**config.mk**
```make
export PLATFORM = sky130hd
export DESIGN_NAME = nfba_ram
export DESIGN_NICKNAME = d
export VERILOG_FILES = /design/src/rtl/core/nfba_ram.sv
export SDC_FILE = /design/constraint.sdc
export NUM_CORES = 1
export LEC_CHECK = 0
export ABC_AREA = 1
export ABC_CLOCK_PERIOD_IN_PS = 1000
export CORE_AREA = 2 2 39 41
export CTS_CLUSTER_DIAMETER = 200
export CTS_CLUSTER_SIZE = 24
export DETAILED_ROUTE_END_ITERATION = 6
export DIE_AREA = 0 0 41 43
export DONT_BUFFER_PORTS = 1
export GPL_TIMING_DRIVEN = 0
export RECOVER_POWER = 100
export SYNTH_ARGS = -nofsm -noshare
export SYNTH_HDL_FRONTEND = slang
export SYNTH_SLANG_ARGS = --single-unit
```
**constraint.sdc**
```tcl
create_clock -name clock -period 1 [get_ports clock]
set_input_delay 0 -clock clock [delete_from_list [all_inputs] [get_ports clock]]
set_output_delay 0 -clock clock [all_outputs]
set_load 0.05 [all_outputs]
```
**src/rtl/core/nfba_ram.sv**
```systemverilog
// Single-port-write, single-port-read RAM with registered read data.
module nfba_ram #(
   parameter int WIDTH = 1,
   parameter int DEPTH = 8,
   parameter int AW    = (DEPTH > 1) ? $clog2(DEPTH) : 1
) (
   input  logic             clock,
   input  logic             wr_en,
   input  logic [AW-1:0]    wr_addr,
   input  logic [WIDTH-1:0] wr_data,
   input  logic [AW-1:0]    rd_addr,
   output logic [WIDTH-1:0] rd_data
);

   logic [WIDTH-1:0] mem [DEPTH];
   logic [WIDTH-1:0] rd_data_ff;

   always_ff @(posedge clock) begin
      if (wr_en) begin
         mem[wr_addr] <= wr_data;
      end
      rd_data_ff <= mem[rd_addr];
   end

   assign rd_data = rd_data_ff;

endmodule

```
==> parameters.txt <==
Parameter                              Value

Outcome
  Outcome ... complete, no violations

Drt
  First-pass iteration count of the detailed router ... 3
  Per-cell via count in the routed design ... approximately 4.2
  Average wire per cell in the routed design ... around 8 um
  Via count ... approximately 320
  Initial DRC Count ... 4
  DRC errors left ... 0
  DRT Wirelength ... 626 um
  Antenna Violating Nets Remaining ... 0

Floorplan
  Row count ... 14
  Width of the die ... roughly 40 um
  Die outline area ... 0.00176 sq mm
  Initial Util ... 0.314
  Io pins ... 10
  Core outline area ... about 0.0014 sq mm
  Chip height ... 43 um

Place
  Placed insts ... 70
  Placement-stage cell area ... ~450 sq um
  Detailed placement HPWL ... between 400 and 500 um
  GP Congestion ... between 0.6 and 0.7
  Port Buffers ... 0

Clock network
  Clk slew on worst S/H paths ... about 0.06 ns
  Post-CTS setup buffer count ... 0
  Number of buffers created by CTS ... 3
  CTS tree ... built
  Longest Clk Path Bufs ... 2
  Clock latency of the later-clocked register in the worst-skew pair ... roughly 0.25 ns
  CTS H-Tree Depth ... 1
  CTS sink count ... 9
  Root buffer cell ... sky130_fd_sc_hd__clkbuf_4

GRT
  Pin count of the biggest net entering global routing ... 9
  Via count of the first global-routing pass ... 310
  Congestion Overflow GR ... 0
  Antenna violations before repair ... 0
  Tot GR Track Use ... 0.0928
  Wire length of the first global-routing pass ... approximately 1000 um

Layout
  Relative area change from synthesis to final layout ... 17.6%
  Fill count ... approximately 140
  Nets ... a little over 70
  Multi-input gate area ... ~120 sq um
  Sequential cell area in the final layout ... 260 sq um
  Number of non-filler instances in the completed layout ... 77
  Antenna Diode Count ... 0
  Design Area, Final ... slightly above 500 sq um
  Fraction of layout instances using a drive strength above 1 ... 0.0656

Logic synthesis
  Cell type with the highest aggregate area in the netlist ... sky130_fd_sc_hd__edfxtp_1
  Unique cell type count in the Yosys netlist ... 7
  Syn Area/Cell ... between 8 and 9 sq um
  Total of flip-flops plus latches after synthesis ... 9
  Asr flop ratio synth ... 0
  Most numerous cell in the Yosys netlist ... sky130_fd_sc_hd__nand2_1
  Gate Count Post-Synth ... 54
  Register area share after synthesis ... 0.599
  Dominant register cell in the synthesized netlist ... sky130_fd_sc_hd__edfxtp_1
  Leading post-synthesis cells by cell area ... sky130_fd_sc_hd__edfxtp_1 (55%), sky130_fd_sc_hd__nand2_1 (16%), sky130_fd_sc_hd__inv_1 (11%), sky130_fd_sc_hd__nor2_1 (6.9%), sky130_fd_sc_hd__dfxtp_1 (4.6%)
  Number of enable-type register cells in the synthesized netlist ... 8
  Top cell types by occurrence after synthesis ... sky130_fd_sc_hd__nand2_1 (19), sky130_fd_sc_hd__inv_1 (13), sky130_fd_sc_hd__edfxtp_1 (8), sky130_fd_sc_hd__nor2_1 (8), sky130_fd_sc_hd__nand3_1 (4)
  Syn nets ... between 60 and 70
  Synthesized cell area ... 434 sq um
  Total of warnings raised by yosys ... 0
  Portion of synthesized cell area occupied by the leading cell type ... 0.553

Setup path
  Crit end category ... output pin
  Maximum net fanout on the critical path ... 1
  CP Data Required Time ... 1.00 ns
  Data arrival time of the critical path ... roughly 0.86 ns
  Crit start category ... flop
  Worst Path Class, Setup ... reg2out

Power and ir drop
  IR Drop Worst-Case VDD ... about 0.52 mV
  Leakage dissipation ... 0.250 nW
  Power per unit of standard cell area ... roughly 1500 mW/mm^2

Timing
  Total negative setup slack ... 0 ns
  Worst-Margin Slew ... approximately 0.47 ns
  Count of final setup violators ... 0
  Final worst-path cycle share ... 0.860
  Final critical path time including I/O delays and setup ... between 0.8 and 0.9 ns
  Final Hold Vio Count ... 0
  RSZ-0062 raised after global routing ... false
  FMAX ... 1.16 GHz
  Count of pins over their slew limit ... 0
  Max_slew headroom ... 0.688
  Final Skew ... a little over 0.006 ns

Worst hold path
  Worst min-delay path class ... in2reg

Run
  Max-cap violations ... 0
==> logic make-up (layout without fill, tap and decap cells) <==
| group | count (synthesis) | in the layout | synth area share |
|---|---|---|---|
| flops | 9 | 9 | 0.599 |
| buf+inv | 14 | 21 | 0.121 |
| simple gates | 31 | 31 | 0.280 |
==> what timing repair did <==
action / in CTS / in global routing
hold endpoints to repair: 9 / 0
gates resized for setup: 0 / 0
hold buffers: 3 / 0
==> per-layer routing <==
| metal | vias to the layer above | track usage | part of all wire |
|---|---|---|---|
| met2 | 8 | 0.156 | 0.51 |
| met5 | - | 0 | 0 |
| met1 | 139 | 0.0777 | 0.40 |
| li1 | 173 | - | - |
| met3 | 2 | 0.0314 | 0.069 |
| met4 | 0 | 0.0800 | 0.019 |
==> sequential cells by signal, summed over array words and instances (netlist names) <==
| name | count |
|---|---|
| rd_data | 1 |
| mem | 8 |
==> worst reg2reg max path: stages (launching register included) <==
cell and delay (ns):
sky130_fd_sc_hd__edfxtp_1 0.35, sky130_fd_sc_hd__inv_1 0.06, sky130_fd_sc_hd__nand2_1 0.04, sky130_fd_sc_hd__nand3_1 0.08
sky130_fd_sc_hd__nand2_1 0.05, sky130_fd_sc_hd__nand2_1 0.05, sky130_fd_sc_hd__nand2_1 0.05
==> final timing paths <==
path / start / to / slack, ns / cells after the start
max reg2reg: mem[7]$_DFFE_PP_ / rd_data$_DFF_P_ / 0.23 / 6
max: rd_data$_DFF_P_ / rd_data / 0.14 / 0
min reg2reg: mem[0]$_DFFE_PP_ / rd_data$_DFF_P_ / 0.62 / 6
min: wr_addr[2] / mem[5]$_DFFE_PP_ / 0.02 / 2
==> power by group <==
| part | switching (mW) | internal [mW] | total [mW] |
|---|---|---|---|
| registers | 0.0184 | 0.425 | 0.443 |
| clock network | 0.109 | 0.153 | 0.262 |
| logic | 0.0341 | 0.0249 | 0.0591 |
==> layout make-up <==
cell class / instances / share of cell area
Clock buffer: 4 / 0.0515
Inverter: 14 / 0.103
Multi-Input combinational cell: 31 / 0.238
Sequential cell: 9 / 0.510
Tap cell: 16 / 0.0392
Timing Repair Buffer: 3 / 0.0588
==> per-stage QoR <==
stage / util / setup WS (ns) / power (mW) / hold WS, ns
after floorplan: - / 0.269 / 0.490 / 0.0989
after global placement: 0.328 / 0.226 / 0.497 / 0.0992
after detailed placement: 0.328 / 0.214 / 0.498 / 0.0992
after CTS: 0.369 / 0.128 / 0.777 / 0.0183
after global routing: 0.369 / 0.106 / 0.801 / 0.0330
final: 0.369 / 0.140 / 0.764 / 0.0233
==> placed cells by master (no fill, tap or decap), drive strengths merged <==
master,Yosys,layout
edfxtp,8,8
inv,14,14
dlygate4sd3,0,3
nand3,4,4
nor2,8,8
nand2,19,19
clkbuf,0,4
dfxtp,1,1
Power figures use the tool's default switching activity.
