[src/rtl/core/nfba_pkg.sv]
// Shared types, codes and default sizes for the next-fit frame allocator.
package nfba_pkg;

   // Fixed field widths
   localparam int NUM_FRAMES_W = 13;
   localparam int ADDR_W       = 32;
   localparam int COUNT_W      = 5;
   localparam int STATUS_W     = 2;
   localparam int CSR_IDX_W    = 1;
   localparam int CSR_DATA_W   = 32;

   // Default sizes
   localparam int DEF_MAX_FRAMES = 4096;
   localparam int DEF_PAGE_BITS  = 12;
   localparam int DEF_MAX_BATCH  = 16;

   // Register reset values
   localparam logic [NUM_FRAMES_W-1:0] NUM_FRAMES_RST = 13'd4096;
   localparam logic [ADDR_W-1:0]       USER_BASE_RST  = 32'h0100_0000;

   // Register indexes
   localparam logic [CSR_IDX_W-1:0] CSR_NUM_FRAMES = 1'b0;
   localparam logic [CSR_IDX_W-1:0] CSR_USER_BASE  = 1'b1;

   // Request opcodes
   localparam logic OP_ALLOC = 1'b0;
   localparam logic OP_FREE  = 1'b1;

   typedef enum logic [STATUS_W-1:0] {
      STATUS_OK        = 2'd0,
      STATUS_NO_FRAMES = 2'd1,
      STATUS_BAD_ADDR  = 2'd2
   } status_type;

   typedef enum logic [3:0] {
      ST_CLEAR,
      ST_IDLE,
      ST_FREE,
      ST_START,
      ST_READ,
      ST_CHECK,
      ST_ROLL_RD,
      ST_ROLL_WR,
      ST_OUT_RD,
      ST_OUT_WR,
      ST_RESP
   } ctrl_state_type;

endpackage

[src/rtl/core/nfba_ctrl.sv]
// Sequencer: clear pass, next-fit scan, rollback, free and result register.
module nfba_ctrl #(
   parameter int MAX_FRAMES = nfba_pkg::DEF_MAX_FRAMES,
   parameter int PAGE_BITS  = nfba_pkg::DEF_PAGE_BITS,
   parameter int MAX_BATCH  = nfba_pkg::DEF_MAX_BATCH,
   parameter int IDX_W      = $clog2(MAX_FRAMES),
   parameter int CNT_W      = $clog2(MAX_FRAMES + 1),
   parameter int BI_W       = (MAX_BATCH > 1) ? $clog2(MAX_BATCH) : 1
) (
   input  logic                             clock,
   input  logic                             reset,
   // active frame count and base
   input  logic [CNT_W-1:0]                 active_cnt,
   input  logic [nfba_pkg::ADDR_W-1:0]      user_base,
   // request channel
   input  logic                             req_valid,
   output logic                             req_stall,
   input  logic                             req_opcode,
   input  logic [nfba_pkg::COUNT_W-1:0]     req_count,
   input  logic [nfba_pkg::ADDR_W-1:0]      req_address,
   // result channel
   output logic                             rsp_valid,
   input  logic                             rsp_stall,
   output logic [nfba_pkg::ADDR_W-1:0]      rsp_frame_address,
   output logic [nfba_pkg::STATUS_W-1:0]    rsp_status,
   output logic                             rsp_last,
   // used-map RAM
   output logic                             map_wr_en,
   output logic [IDX_W-1:0]                 map_wr_addr,
   output logic                             map_wr_data,
   output logic [IDX_W-1:0]                 map_rd_addr,
   input  logic                             map_rd_data,
   // batch RAM
   output logic                             bat_wr_en,
   output logic [BI_W-1:0]                  bat_wr_addr,
   output logic [IDX_W-1:0]                 bat_wr_data,
   output logic [BI_W-1:0]                  bat_rd_addr,
   input  logic [IDX_W-1:0]                 bat_rd_data
);

   localparam int BC_W = $clog2(MAX_BATCH + 1);
   localparam int AW   = nfba_pkg::ADDR_W;

   nfba_pkg::ctrl_state_type state_ff, state_in;
   nfba_pkg::status_type     st_ff, st_in;

   logic [nfba_pkg::COUNT_W-1:0] cnt_ff, cnt_in;
   logic [AW-1:0]                addr_ff, addr_in;
   logic [IDX_W-1:0]             cursor_ff, cursor_in;
   logic [CNT_W-1:0]             probe_ff, probe_in;
   logic [BC_W-1:0]              got_ff, got_in;
   logic [BC_W-1:0]              idx_ff, idx_in;
   logic [IDX_W-1:0]             clr_ff, clr_in;

   logic                         rsp_valid_ff, rsp_valid_in;
   logic [AW-1:0]                rsp_addr_ff, rsp_addr_in;
   logic [nfba_pkg::STATUS_W-1:0] rsp_status_ff, rsp_status_in;
   logic                         rsp_last_ff, rsp_last_in;

   logic                         can_emit;
   logic [AW-1:0]                free_diff;
   logic [AW-1:0]                free_page;
   logic [CNT_W-1:0]             cursor_ext;
   logic [AW-1:0]                grant_addr;

   assign can_emit   = !rsp_valid_ff || !rsp_stall;
   assign free_diff  = addr_ff - user_base;
   assign free_page  = free_diff >> PAGE_BITS;
   assign cursor_ext = CNT_W'(cursor_ff);
   assign grant_addr = user_base + (AW'(bat_rd_data) << PAGE_BITS);

   always_ff @(posedge clock) begin
      if (reset) begin
         state_ff     <= nfba_pkg::ST_CLEAR;
         cursor_ff    <= '0;
         clr_ff       <= '0;
         rsp_valid_ff <= 1'b0;
      end else begin
         state_ff     <= state_in;
         cursor_ff    <= cursor_in;
         clr_ff       <= clr_in;
         rsp_valid_ff <= rsp_valid_in;
      end
      st_ff         <= st_in;
      cnt_ff        <= cnt_in;
      addr_ff       <= addr_in;
      probe_ff      <= probe_in;
      got_ff        <= got_in;
      idx_ff        <= idx_in;
      rsp_addr_ff   <= rsp_addr_in;
      rsp_status_ff <= rsp_status_in;
      rsp_last_ff   <= rsp_last_in;
   end

   always_comb begin
      state_in      = state_ff;
      st_in         = st_ff;
      cnt_in        = cnt_ff;
      addr_in       = addr_ff;
      cursor_in     = cursor_ff;
      probe_in      = probe_ff;
      got_in        = got_ff;
      idx_in        = idx_ff;
      clr_in        = clr_ff;
      rsp_valid_in  = rsp_valid_ff && rsp_stall;
      rsp_addr_in   = rsp_addr_ff;
      rsp_status_in = rsp_status_ff;
      rsp_last_in   = rsp_last_ff;

      map_wr_en   = 1'b0;
      map_wr_addr = cursor_ff;
      map_wr_data = 1'b0;
      map_rd_addr = cursor_ff;
      bat_wr_en   = 1'b0;
      bat_wr_addr = got_ff[BI_W-1:0];
      bat_wr_data = cursor_ff;
      bat_rd_addr = idx_ff[BI_W-1:0];

      req_stall = (state_ff != nfba_pkg::ST_IDLE);

      case (state_ff)
         nfba_pkg::ST_CLEAR: begin
            map_wr_en   = 1'b1;
            map_wr_addr = clr_ff;
            map_wr_data = 1'b0;
            clr_in      = clr_ff + IDX_W'(1);
            if (clr_ff == IDX_W'(MAX_FRAMES - 1)) begin
               state_in = nfba_pkg::ST_IDLE;
            end
         end

         nfba_pkg::ST_IDLE: begin
            if (req_valid) begin
               cnt_in  = req_count;
               addr_in = req_address;
               got_in  = '0;
               if (req_opcode == nfba_pkg::OP_FREE) begin
                  state_in = nfba_pkg::ST_FREE;
               end else if (req_count == '0) begin
                  st_in    = nfba_pkg::STATUS_OK;
                  state_in = nfba_pkg::ST_RESP;
               end else if (32'(req_count) > 32'(MAX_BATCH)) begin
                  st_in    = nfba_pkg::STATUS_NO_FRAMES;
                  state_in = nfba_pkg::ST_RESP;
               end else begin
                  state_in = nfba_pkg::ST_START;
               end
            end
         end

         nfba_pkg::ST_FREE: begin
            if ((addr_ff < user_base) || (free_page >= AW'(active_cnt))) begin
               st_in = nfba_pkg::STATUS_BAD_ADDR;
            end else begin
               st_in       = nfba_pkg::STATUS_OK;
               map_wr_en   = 1'b1;
               map_wr_addr = free_page[IDX_W-1:0];
               map_wr_data = 1'b0;
            end
            state_in = nfba_pkg::ST_RESP;
         end

         // new scan for one frame: wrap a stale cursor, reset probe count
         nfba_pkg::ST_START: begin
            if (cursor_ext >= active_cnt) begin
               cursor_in = '0;
            end
            probe_in = '0;
            state_in = nfba_pkg::ST_READ;
         end

         nfba_pkg::ST_READ: begin
            if (probe_ff == active_cnt) begin
               idx_in   = '0;
               state_in = nfba_pkg::ST_ROLL_RD;
            end else begin
               map_rd_addr = cursor_ff;
               state_in    = nfba_pkg::ST_CHECK;
            end
         end

         nfba_pkg::ST_CHECK: begin
            probe_in = probe_ff + CNT_W'(1);
            if (cursor_ext + CNT_W'(1) == active_cnt) begin
               cursor_in = '0;
            end else begin
               cursor_in = cursor_ff + IDX_W'(1);
            end
            if (!map_rd_data) begin
               map_wr_en   = 1'b1;
               map_wr_addr = cursor_ff;
               map_wr_data = 1'b1;
               bat_wr_en   = 1'b1;
               bat_wr_addr = got_ff[BI_W-1:0];
               bat_wr_data = cursor_ff;
               got_in      = got_ff + BC_W'(1);
               if (32'(got_ff) + 32'd1 == 32'(cnt_ff)) begin
                  idx_in   = '0;
                  state_in = nfba_pkg::ST_OUT_RD;
               end else begin
                  state_in = nfba_pkg::ST_START;
               end
            end else begin
               state_in = nfba_pkg::ST_READ;
            end
         end

         // give back every frame taken so far
         nfba_pkg::ST_ROLL_RD: begin
            if (idx_ff == got_ff) begin
               st_in    = nfba_pkg::STATUS_NO_FRAMES;
               state_in = nfba_pkg::ST_RESP;
            end else begin
               bat_rd_addr = idx_ff[BI_W-1:0];
               state_in    = nfba_pkg::ST_ROLL_WR;
            end
         end

         nfba_pkg::ST_ROLL_WR: begin
            map_wr_en   = 1'b1;
            map_wr_addr = bat_rd_data;
            map_wr_data = 1'b0;
            idx_in      = idx_ff + BC_W'(1);
            state_in    = nfba_pkg::ST_ROLL_RD;
         end

         nfba_pkg::ST_OUT_RD: begin
            bat_rd_addr = idx_ff[BI_W-1:0];
            state_in    = nfba_pkg::ST_OUT_WR;
         end

         nfba_pkg::ST_OUT_WR: begin
            if (can_emit) begin
               rsp_valid_in  = 1'b1;
               rsp_addr_in   = grant_addr;
               rsp_status_in = nfba_pkg::STATUS_OK;
               rsp_last_in   = (32'(idx_ff) + 32'd1 == 32'(cnt_ff));
               idx_in        = idx_ff + BC_W'(1);
               if (32'(idx_ff) + 32'd1 == 32'(cnt_ff)) begin
                  state_in = nfba_pkg::ST_IDLE;
               end else begin
                  state_in = nfba_pkg::ST_OUT_RD;
               end
            end
         end

         nfba_pkg::ST_RESP: begin
            if (can_emit) begin
               rsp_valid_in  = 1'b1;
               rsp_addr_in   = '0;
               rsp_status_in = st_ff;
               rsp_last_in   = 1'b1;
               state_in      = nfba_pkg::ST_IDLE;
            end
         end

         default: begin
            state_in = nfba_pkg::ST_IDLE;
         end
      endcase
   end

   assign rsp_valid         = rsp_valid_ff;
   assign rsp_frame_address = rsp_addr_ff;
   assign rsp_status        = rsp_status_ff;
   assign rsp_last          = rsp_last_ff;

endmodule

[config.mk]
export PLATFORM = sky130hd
export DESIGN_NAME = nfba_ctrl
export DESIGN_NICKNAME = d
export VERILOG_FILES = /design/src/rtl/core/nfba_pkg.sv /design/src/rtl/core/nfba_ctrl.sv
export SDC_FILE = /design/constraint.sdc
export NUM_CORES = 1
export LEC_CHECK = 0
export ABC_AREA = 1
export BUFFER_PORTS_ARGS = -buffer_cell sky130_fd_sc_hd__buf_2
export CORE_ASPECT_RATIO = 1.4
export CORE_UTILIZATION = 41
export DETAILED_ROUTE_END_ITERATION = 10
export PLACE_DENSITY = 0.68
export SLEW_MARGIN = 10
export SYNTH_ARGS = -nofsm -noshare
export SYNTH_HDL_FRONTEND = slang
export SYNTH_SLANG_ARGS = --single-unit
[constraint.sdc]
create_clock -name clock -period 6.4 [get_ports clock]
set_input_delay 1.92 -clock clock [delete_from_list [all_inputs] [get_ports clock]]
set_output_delay 1.92 -clock clock [all_outputs]
set_load 0.05 [all_outputs]
==> parameters.txt, run 1 <==
Parameter                              Value

Status
  Result of the run    finished, violations left
  Violated checks    negative setup slack

Final layout
  Register area    between 3000 and 4000 sq um
  Total of fill cells in the finished design    between 2000 and 2500
  Net count reported at finish    around 1900
  Synth-to-layout area growth    37.8%
  Area of the multi-input gates    just over 6000 sq um
  Layout cell share with drive strength beyond 1    roughly a third
  Final cell utilization of the core    58.2%

STA
  Fmax achieved    around 0.14 GHz
  Final Max Slew Viols    0
  Total Negative Setup Slacks    -9290 ps
  Ratio of final minimum period to clock period    112%
  Number of setup violations in the final report    13
  Headroom to the max-slew limit    15.6%
  Minimum clock period    7170 ps
  Post-layout worst setup margin    -772 ps
  Pin slew with the least headroom to its limit    about 1300 ps
  RSZ-0062 raised after global routing    yes
  Hold Violations, Final    0
  Clock Skew    9.25 ps

Die
  Cell Rows    66
  Initial Utilization    between 40% and 50%
  Die Y    roughly 190 um
  Die extent in x    about 130 um
  I/O pin cnt    184
  Core Region    23500 sq um
  Total die area    roughly 25000 sq um

Hold path
  HP Class    register to register

Clock tree
  TritonCTS clock tree    done
  H-tree levels    4
  Clock latency on the worst-skew pair    about 440 ps
  Hold-fix buffers at CTS    0
  Buffer depth of the longest clock path    2
  Cell chosen for the clock root    sky130_fd_sc_hd__clkbuf_16
  Number of buffers created by CTS    17
  Number of sinks handled by clock tree synthesis    126
  Clock transition at the registers of the reported paths    around 60 ps

Pwr
  Leakage dissipation    6.54 nW
  Power consumption    slightly below 3 mW
  Power Density    roughly 220 nW/um^2
  Max VDD drop    around 0.00022 V

Synthesis
  Leading area contributor after synthesis    sky130_fd_sc_hd__edfxtp_1
  Cell types occupying the most area after synthesis    sky130_fd_sc_hd__edfxtp_1 (29%), sky130_fd_sc_hd__nand2_1 (13%), sky130_fd_sc_hd__ha_1 (9.4%), sky130_fd_sc_hd__inv_1 (8.8%), sky130_fd_sc_hd__dfxtp_1 (5.9%)
  Ys flop type    sky130_fd_sc_hd__edfxtp_1
  Synth Net Count    between 1500 and 2000
  Post-synthesis sequential element count    ~130
  Ys async rst share    0%
  Number of enable flip-flop cells after synthesis    97
  Synth top area share    between 20% and 30%
  Sequential element share of the synthesized area    35.3%
  Mapped Cells    1380
  Synth Area per Inst    between 7 and 8 sq um
  Yosys warnings    0
  Cell area after synthesis    9900 sq um
  Number of distinct library cell variants in the gate-level netlist after synthesis    50

Global route
  Via count of the first global-routing pass    slightly below 10000
  Maximum number of pins on one net before global-route repair    38
  GR Layer Usage met2    48.2%
  Grt met3 use    approximately 5.6%
  Global router's overall resource usage    about a quarter
  Global-route wire length before repair    49000 um
  Antenna violations before repair    8
  Layer carrying the most global-route usage    met2
  Overflow after GRT    0
  Met1 track utilization from global routing    between 20% and 30%

Placed design
  Half-perimeter wire length after detailed placement    24700 um
  Number of I/O port buffers    183
  RePlAce Congestion    between 0.9 and 1

Worst setup path
  Critical-path maximum fanout    6
  Startpoint kind of the worst setup timing path    input port
  Standard cell with the maximum stage delay on the critical path    sky130_fd_sc_hd__ha_4
  Crit Path Category    input port to output pin
  Largest stage delay on the critical path    ~260 ps
  Signal arrival time at the worst endpoint    about 5300 ps
  Most used cell, CP    sky130_fd_sc_hd__nand2_1
  Required time at the endpoint of the critical path    ~4500 ps
  Crit. End Element    output pin

Drt
  TritonRoute pass-1 iters    7
  Detailed router's first-iteration violation count    about 560
  Number of vias in the routed layout    a little over 10000
  Wire per inst    16.1 um
  Vias per inst    5.09
  Drt drc    0
  Remaining antenna violation count    0
  Aggregate routed wire length    between 30000 and 40000 um

Job
  Number of maximum-capacitance violations    0
## sequential cells by signal, summed over array words and instances, names as in the netlist
name / count
state_ff: 4
addr_ff: 32
probe_ff: 13
rsp_status: 2
got_ff: 5
st_ff: 2
idx_ff: 5
cnt_ff: 5
cursor_ff: 12
rsp_valid: 1
rsp_last: 1
clr_ff: 12
rsp_frame_address: 32
## final timing paths
check,startpoint,cells past startpoint,endpoint,slack (ps)
hold reg to reg,clr_ff[11]$_SDFFE_PP0P_,2,clr_ff[11]$_SDFFE_PP0P_,490
hold / removal,clr_ff[11]$_SDFFE_PP0P_,2,clr_ff[11]$_SDFFE_PP0P_,490
setup reg to reg,addr_ff[10]$_DFFE_PP_,26,st_ff[1]$_DFFE_PP_,2950
setup / recovery,user_base[14],30,map_wr_addr[8],-770
## layer usage
metal	wire length (um)	part of all wire, %
met5	25	0.077
met1	12000	37
met3	1710	5.3
met4	1610	5.0
met2	17000	53
## Yosys cell counts (4+ instances only)
cell                       instances
sky130_fd_sc_hd__a21oi_1          90
sky130_fd_sc_hd__a21oi_2          10
sky130_fd_sc_hd__buf_2             4
sky130_fd_sc_hd__buf_4            23
sky130_fd_sc_hd__clkbuf_1         10
sky130_fd_sc_hd__dfxtp_1          29
sky130_fd_sc_hd__edfxtp_1         97
sky130_fd_sc_hd__ha_1             74
sky130_fd_sc_hd__inv_1           232
sky130_fd_sc_hd__inv_2            13
sky130_fd_sc_hd__nand2_1         353
sky130_fd_sc_hd__nand2_2          14
sky130_fd_sc_hd__nand3_1          70
sky130_fd_sc_hd__nand3b_1          4
sky130_fd_sc_hd__nand4_1          26
sky130_fd_sc_hd__nor2_1          145
sky130_fd_sc_hd__nor2_2            8
sky130_fd_sc_hd__nor3_1           15
sky130_fd_sc_hd__nor3_2            4
sky130_fd_sc_hd__nor3b_1           4
sky130_fd_sc_hd__nor4_1           11
sky130_fd_sc_hd__o211ai_1          4
sky130_fd_sc_hd__o21a_1            4
sky130_fd_sc_hd__o21ai_0          45
sky130_fd_sc_hd__o21bai_1          4
sky130_fd_sc_hd__xnor2_1          11
sky130_fd_sc_hd__xor2_1           34
## logic make-up after synthesis
group           Yosys count  synth area share (%)
simple gates            668                  29.0
buf+inv                 287                  12.0
compound gates          179                  10.3
flops                   126                  35.3
fa+ha+maj                75                  9.55
xor+xnor                 45                  3.98
## worst max-delay path, delay by kind of cell
| kind | cells | cell delay, ps |
|---|---|---|
| simple gates | 16 | 1450 |
| xor+xnor | 1 | 170 |
| buf+inv | 8 | 730 |
| fa+ha+maj | 2 | 520 |
| compound gates | 3 | 460 |
## stage by stage
stage | cell area [sq um] | cells | hold WS [ps] | worst slack (ps)
finish | 13600 | 2003 | 491 | -772
global route | 13600 | 2001 | 533 | -1040
CTS | 13200 | 1986 | 489 | -665
detailed placement | 12000 | 1942 | 478 | -891
global placement | 12000 | 1942 | 475 | -917
floorplan | 10100 | 1380 | 452 | -428
## layout make-up
class,count,area share [%]
multi-input cells,968,45.1
flip-flops and latches,126,25.6
repair buffers,319,15.3
inverters,247,6.88
clock buffers,18,3.22
well taps,306,2.81
clock inverters,13,1.02
diodes,6,0.110
## cell usage in the layout (no fill, tap or decap), drive strengths merged, types with 6 or more instances in the layout
master / n
a21oi: 100
buf: 319
clkbuf: 18
clkinvlp: 6
dfxtp: 29
diode: 6
edfxtp: 97
ha: 74
inv: 247
nand2: 368
nand3: 70
nand4: 26
nor2: 153
nor3: 20
nor4: 12
o21ai: 48
or2: 6
xnor2: 11
xor2: 34
## report_power, final
part	total, mW	switching [mW]	internal, mW	leakage [nW]
clock network	0.975	0.394	0.581	0.271
registers	0.960	0.0310	0.929	1.10
logic	1.05	0.590	0.457	5.17
total	2.98	1.02	1.97	6.54
## timing repair
item | in CTS | in global routing
cloned | 2 | 0
endpoints found under the setup margin | 13 | 13
gates resized for setup | 108 | 93
setup buffers | 11 | 11
pin swaps | 40 | 51
Power figures use the tool's default switching activity.
==> run 2, diff against run 1 <==
--- a/config.mk
+++ b/config.mk
@@ -5,12 +5,11 @@
 export SDC_FILE = /design/constraint.sdc
 export NUM_CORES = 1
 export LEC_CHECK = 0
-export ABC_AREA = 1
 export BUFFER_PORTS_ARGS = -buffer_cell sky130_fd_sc_hd__buf_2
 export CORE_ASPECT_RATIO = 1.4
 export CORE_UTILIZATION = 41
 export DETAILED_ROUTE_END_ITERATION = 10
-export PLACE_DENSITY = 0.68
+export PLACE_DENSITY = 0.69
 export SLEW_MARGIN = 10
 export SYNTH_ARGS = -nofsm -noshare
 export SYNTH_HDL_FRONTEND = slang
==> run 2 against run 1 <==
The flow still finishes with violations (negative setup slack). Maximum frequency down 9.9%. Global-route usage down 0.21 points. Clock-buffer cell count up 6. Critical path type unchanged. Largest cell class unchanged. Design area down 3.7%. Sequential power down 7.8%. Via count down 11%. Synthesized cell count down 25%. Synthesized area down 4.5%. Non-clock buffer count up 36. Core utilization down 0.061 points. Highest routed layer is now met4.
==> parameters.txt, run 2 <==
Parameter                              Value

Synthesis
  Leading area contributor after synthesis    sky130_fd_sc_hd__edfxtp_1 (unchanged)
  Cell types occupying the most area after synthesis    sky130_fd_sc_hd__edfxtp_1 (31%), sky130_fd_sc_hd__ha_1 (9.8%), sky130_fd_sc_hd__dfxtp_1 (6.1%), sky130_fd_sc_hd__xnor2_1 (4.8%), sky130_fd_sc_hd__xor2_1 (4.4%) (was sky130_fd_sc_hd__edfxtp_1 (29%), sky130_fd_sc_hd__nand2_1 (13%), sky130_fd_sc_hd__ha_1 (9.4%), sky130_fd_sc_hd__inv_1 (8.8%), sky130_fd_sc_hd__dfxtp_1 (5.9%))
  Cell area after synthesis    9460 sq um (was 9900 sq um)
  Post-synthesis sequential element count    126 (unchanged)
  Sequential element share of the synthesized area    36.9% (was 35.3%)
  Number of enable flip-flop cells after synthesis    97 (unchanged)
  Ys flop type    sky130_fd_sc_hd__edfxtp_1 (unchanged)
  Number of distinct library cell variants in the gate-level netlist after synthesis    72 (was 50)
  Ys async rst share    0% (unchanged)
  Mapped Cells    1040 (was 1380)
  Most frequent cell after synthesis    sky130_fd_sc_hd__nor2_1 (was sky130_fd_sc_hd__nand2_1)
  Synth Area per Inst    9.09 sq um (was 7.18 sq um)
  Synth top area share    30.8% (was 29.4%)
  Leading cell types by count after synthesis    sky130_fd_sc_hd__nor2_1 (103), sky130_fd_sc_hd__edfxtp_1 (97), sky130_fd_sc_hd__nand2_1 (81) (was sky130_fd_sc_hd__nand2_1 (353), sky130_fd_sc_hd__inv_1 (232), sky130_fd_sc_hd__nor2_1 (145))
  Yosys warnings    0 (unchanged)
  Synth Net Count    1215 (was 1555)

Drt
  TritonRoute pass-1 iters    5 (was 7)
  Drt drc    0 (unchanged)
  Wire per inst    17.9 um (was 16.1 um)
  Detailed router's first-iteration violation count    499 (was 563)
  Aggregate routed wire length    29900 um (was 32300 um)
  Remaining antenna violation count    0 (unchanged)
  Vias per inst    5.44 (was 5.09)
  Number of vias in the routed layout    9095 (was 10200)

Worst setup path
  Startpoint kind of the worst setup timing path    input port (unchanged)
  Worst-path cell chain    buf_2 -> inv_1 -> ha_4 -> buf_6 -> nand2_2 -> nor2_2 -> o211ai_1 -> buf_4 -> o21bai_4 -> xnor2_2 -> inv_1 -> ha_1 -> a21o_1 -> a21oi_1 -> o21ai_1 -> a31oi_2 -> o21a_1 -> o21bai_2 -> a2111oi_4 -> nand4b_4 -> or2_4 -> o221ai_4 -> buf_6
  Required time at the endpoint of the critical path    4480 ps (about the same)
  Largest stage delay on the critical path    380 ps (was 260 ps)
  Signal arrival time at the worst endpoint    6040 ps (was 5250 ps)
  Largest delay contributor family on the critical path    compound AO/OA/AOI/OAI gates (was simple AND/OR/NAND/NOR gates)
  Crit Path Category    input port to output pin (unchanged)
  Sum of buffers and inverters on the critical path    6 (was 8)
  Critical-path maximum fanout    6 (unchanged)
  Standard cell with the maximum stage delay on the critical path    sky130_fd_sc_hd__or2_4 (was sky130_fd_sc_hd__ha_4)
  Crit. End Element    output pin (unchanged)

Die
  Core Region    22600 sq um (was 23500 sq um)
  Initial Utilization    41.8% (was 42.2%)
  Cell Rows    65 (was 66)
  Total die area    23700 sq um (was 24800 sq um)
  Die Y    182 um (was 186 um)
  Die extent in x    130 um (was 133 um)
  I/O pin cnt    184 (unchanged)

STA
  Minimum clock period    7960 ps (was 7170 ps)
  Headroom to the max-slew limit    17.5% (was 15.6%)
  Pin slew with the least headroom to its limit    1210 ps (was 1260 ps)
  Final Max Slew Viols    0 (unchanged)
  Worst Hold Slack    498 ps (was 491 ps)
  Fmax achieved    0.126 GHz (was 0.139 GHz)
  Number of setup violations in the final report    13 (unchanged)
  Ratio of final minimum period to clock period    124% (was 112%)
  Total Negative Setup Slacks    -19620 ps (was -9290 ps)
  RSZ-0062 raised after global routing    yes (unchanged)
  Post-layout worst setup margin    -1560 ps (was -772 ps)
  Hold Violations, Final    0 (unchanged)
  Clock Skew    16.9 ps (was 9.25 ps)

Clock tree
  Clock latency on the worst-skew pair    440 ps (about the same)
  Cell chosen for the clock root    sky130_fd_sc_hd__clkbuf_16 (unchanged)
  Number of sinks handled by clock tree synthesis    126 (unchanged)
  H-tree levels    4 (unchanged)
  Number of buffers created by CTS    17 (unchanged)
  Buffer depth of the longest clock path    2 (unchanged)
  Clock transition at the registers of the reported paths    50 ps (was 60 ps)
  Hold-fix buffers at CTS    0 (unchanged)
  TritonCTS clock tree    done (unchanged)

Final layout
  Net count reported at finish    1535 (was 1854)
  Top library cells by usage in the layout, fill and taps aside    sky130_fd_sc_hd__buf_4 (168), sky130_fd_sc_hd__buf_2 (167), sky130_fd_sc_hd__nor2_1 (98), sky130_fd_sc_hd__edfxtp_1 (97), sky130_fd_sc_hd__nand2_1 (78) (was sky130_fd_sc_hd__nand2_1 (308), sky130_fd_sc_hd__inv_1 (208), sky130_fd_sc_hd__buf_2 (165), sky130_fd_sc_hd__nor2_1 (139), sky130_fd_sc_hd__buf_4 (128))
  Area of the multi-input gates    6080 sq um (was 6150 sq um)
  Final cell utilization of the core    58.1% (was 58.2%)
  Commonest non-fill, non-tap cell in the layout    sky130_fd_sc_hd__buf_4 (was sky130_fd_sc_hd__nand2_1)
  Design area    13100 sq um (was 13600 sq um)
  Synth-to-layout area growth    38.9% (was 37.8%)
  Antenna Diode Count    0 (was 6)
  Layout cell share with drive strength beyond 1    38.0% (was 32.9%)
  Total of fill cells in the finished design    1989 (was 2140)
  Non-filler instance count after layout    1673 (was 2003)
  Register area    3490 sq um (unchanged)

Placed design
  Pre-CTS worst setup slack    -1680 ps (was -891 ps)
  Half-perimeter wire length after detailed placement    22700 um (was 24700 um)
  Instance count after placement with tap cells included    1623 (was 1942)
  Number of I/O port buffers    183 (unchanged)
  Placed inst area    12000 sq um (about the same)
  RePlAce Congestion    0.983 (was 0.964)

Job
  Number of maximum-capacitance violations    0 (unchanged)

Global route
  Overflow after GRT    0 (unchanged)
  Global-route wire length before repair    45800 um (was 49000 um)
  Global router's overall resource usage    25.8% (was 26.0%)
  Maximum number of pins on one net before global-route repair    38 (unchanged)
  Via count of the first global-routing pass    9013 (was 9856)
  Antenna violations before repair    0 (was 8)

Hold path
  HP Class    register to register (unchanged)

Pwr
  Power consumption    2.27 mW (was 2.98 mW)
  Leakage dissipation    5.49 nW (was 6.54 nW)
  Max VDD drop    0.000186 V (was 0.000216 V)
  Power Density    173 nW/um^2 (was 219 nW/um^2)

Status
  Violated checks    negative setup slack (unchanged)
  Result of the run    finished, violations left (unchanged)
[run 2: path summary, 6_finish.rpt]
check / startpoint / cells past startpoint / slack (ps) / endpoint
max reg2reg: addr_ff[14]$_DFFE_PP_ / 20 / 2220 / st_ff[1]$_DFFE_PP_
max: user_base[14] / 23 / -1560 / map_wr_addr[7]
min reg2reg: clr_ff[8]$_SDFFE_PP0P_ / 2 / 500 / clr_ff[8]$_SDFFE_PP0P_
min: clr_ff[8]$_SDFFE_PP0P_ / 2 / 500 / clr_ff[8]$_SDFFE_PP0P_
[run 2: kinds of logic (layout without fill, tap and decap cells)]
group	Yosys count	after routing	synth area share [%]
mux	3	3	0.318
fa+ha+maj	75	75	10.0
flops	126	126	36.9
buf+inv	124	455	5.98
xor+xnor	100	100	9.26
simple gates	373	374	19.7
compound gates	239	239	17.8
[run 2: where the power goes]
group          switching (mW)  internal [mW]
clock network           0.359          0.593
logic                   0.221          0.212
registers             0.00240          0.882
total                   0.582           1.69
[run 2: repair_timing]
action,in CTS,in global routing
cloned,1,0
setup endpoints to repair,13,13
pin swaps,33,22
buffers inserted,7,11
resized for setup,61,36
[run 2: area by class of cell]
class | instances | area share, %
multi-input combinational | 791 | 46.3
sequential | 126 | 26.6
timing repair buffer | 355 | 17.8
clock buffer | 24 | 3.91
tap | 301 | 2.87
inverter | 69 | 2.14
clock inverter | 7 | 0.438
[run 2: tightest hold or removal path: cells and delay by family (launching register included)]
kind / cells / cell delay [ps]
DFF: 1 / 320
AOI/OAI and AO/OA: 2 / 130
[run 2: layer usage]
metal,GRT usage (%),routed length (um),part of all wire (%),vias to the layer above
met1,28.7,11700,39,4320
met5,0,0,0,-
li1,-,-,-,4363
met2,45.8,15300,51,320
met4,16.0,1620,5.4,0
met3,3.18,1270,4.3,92
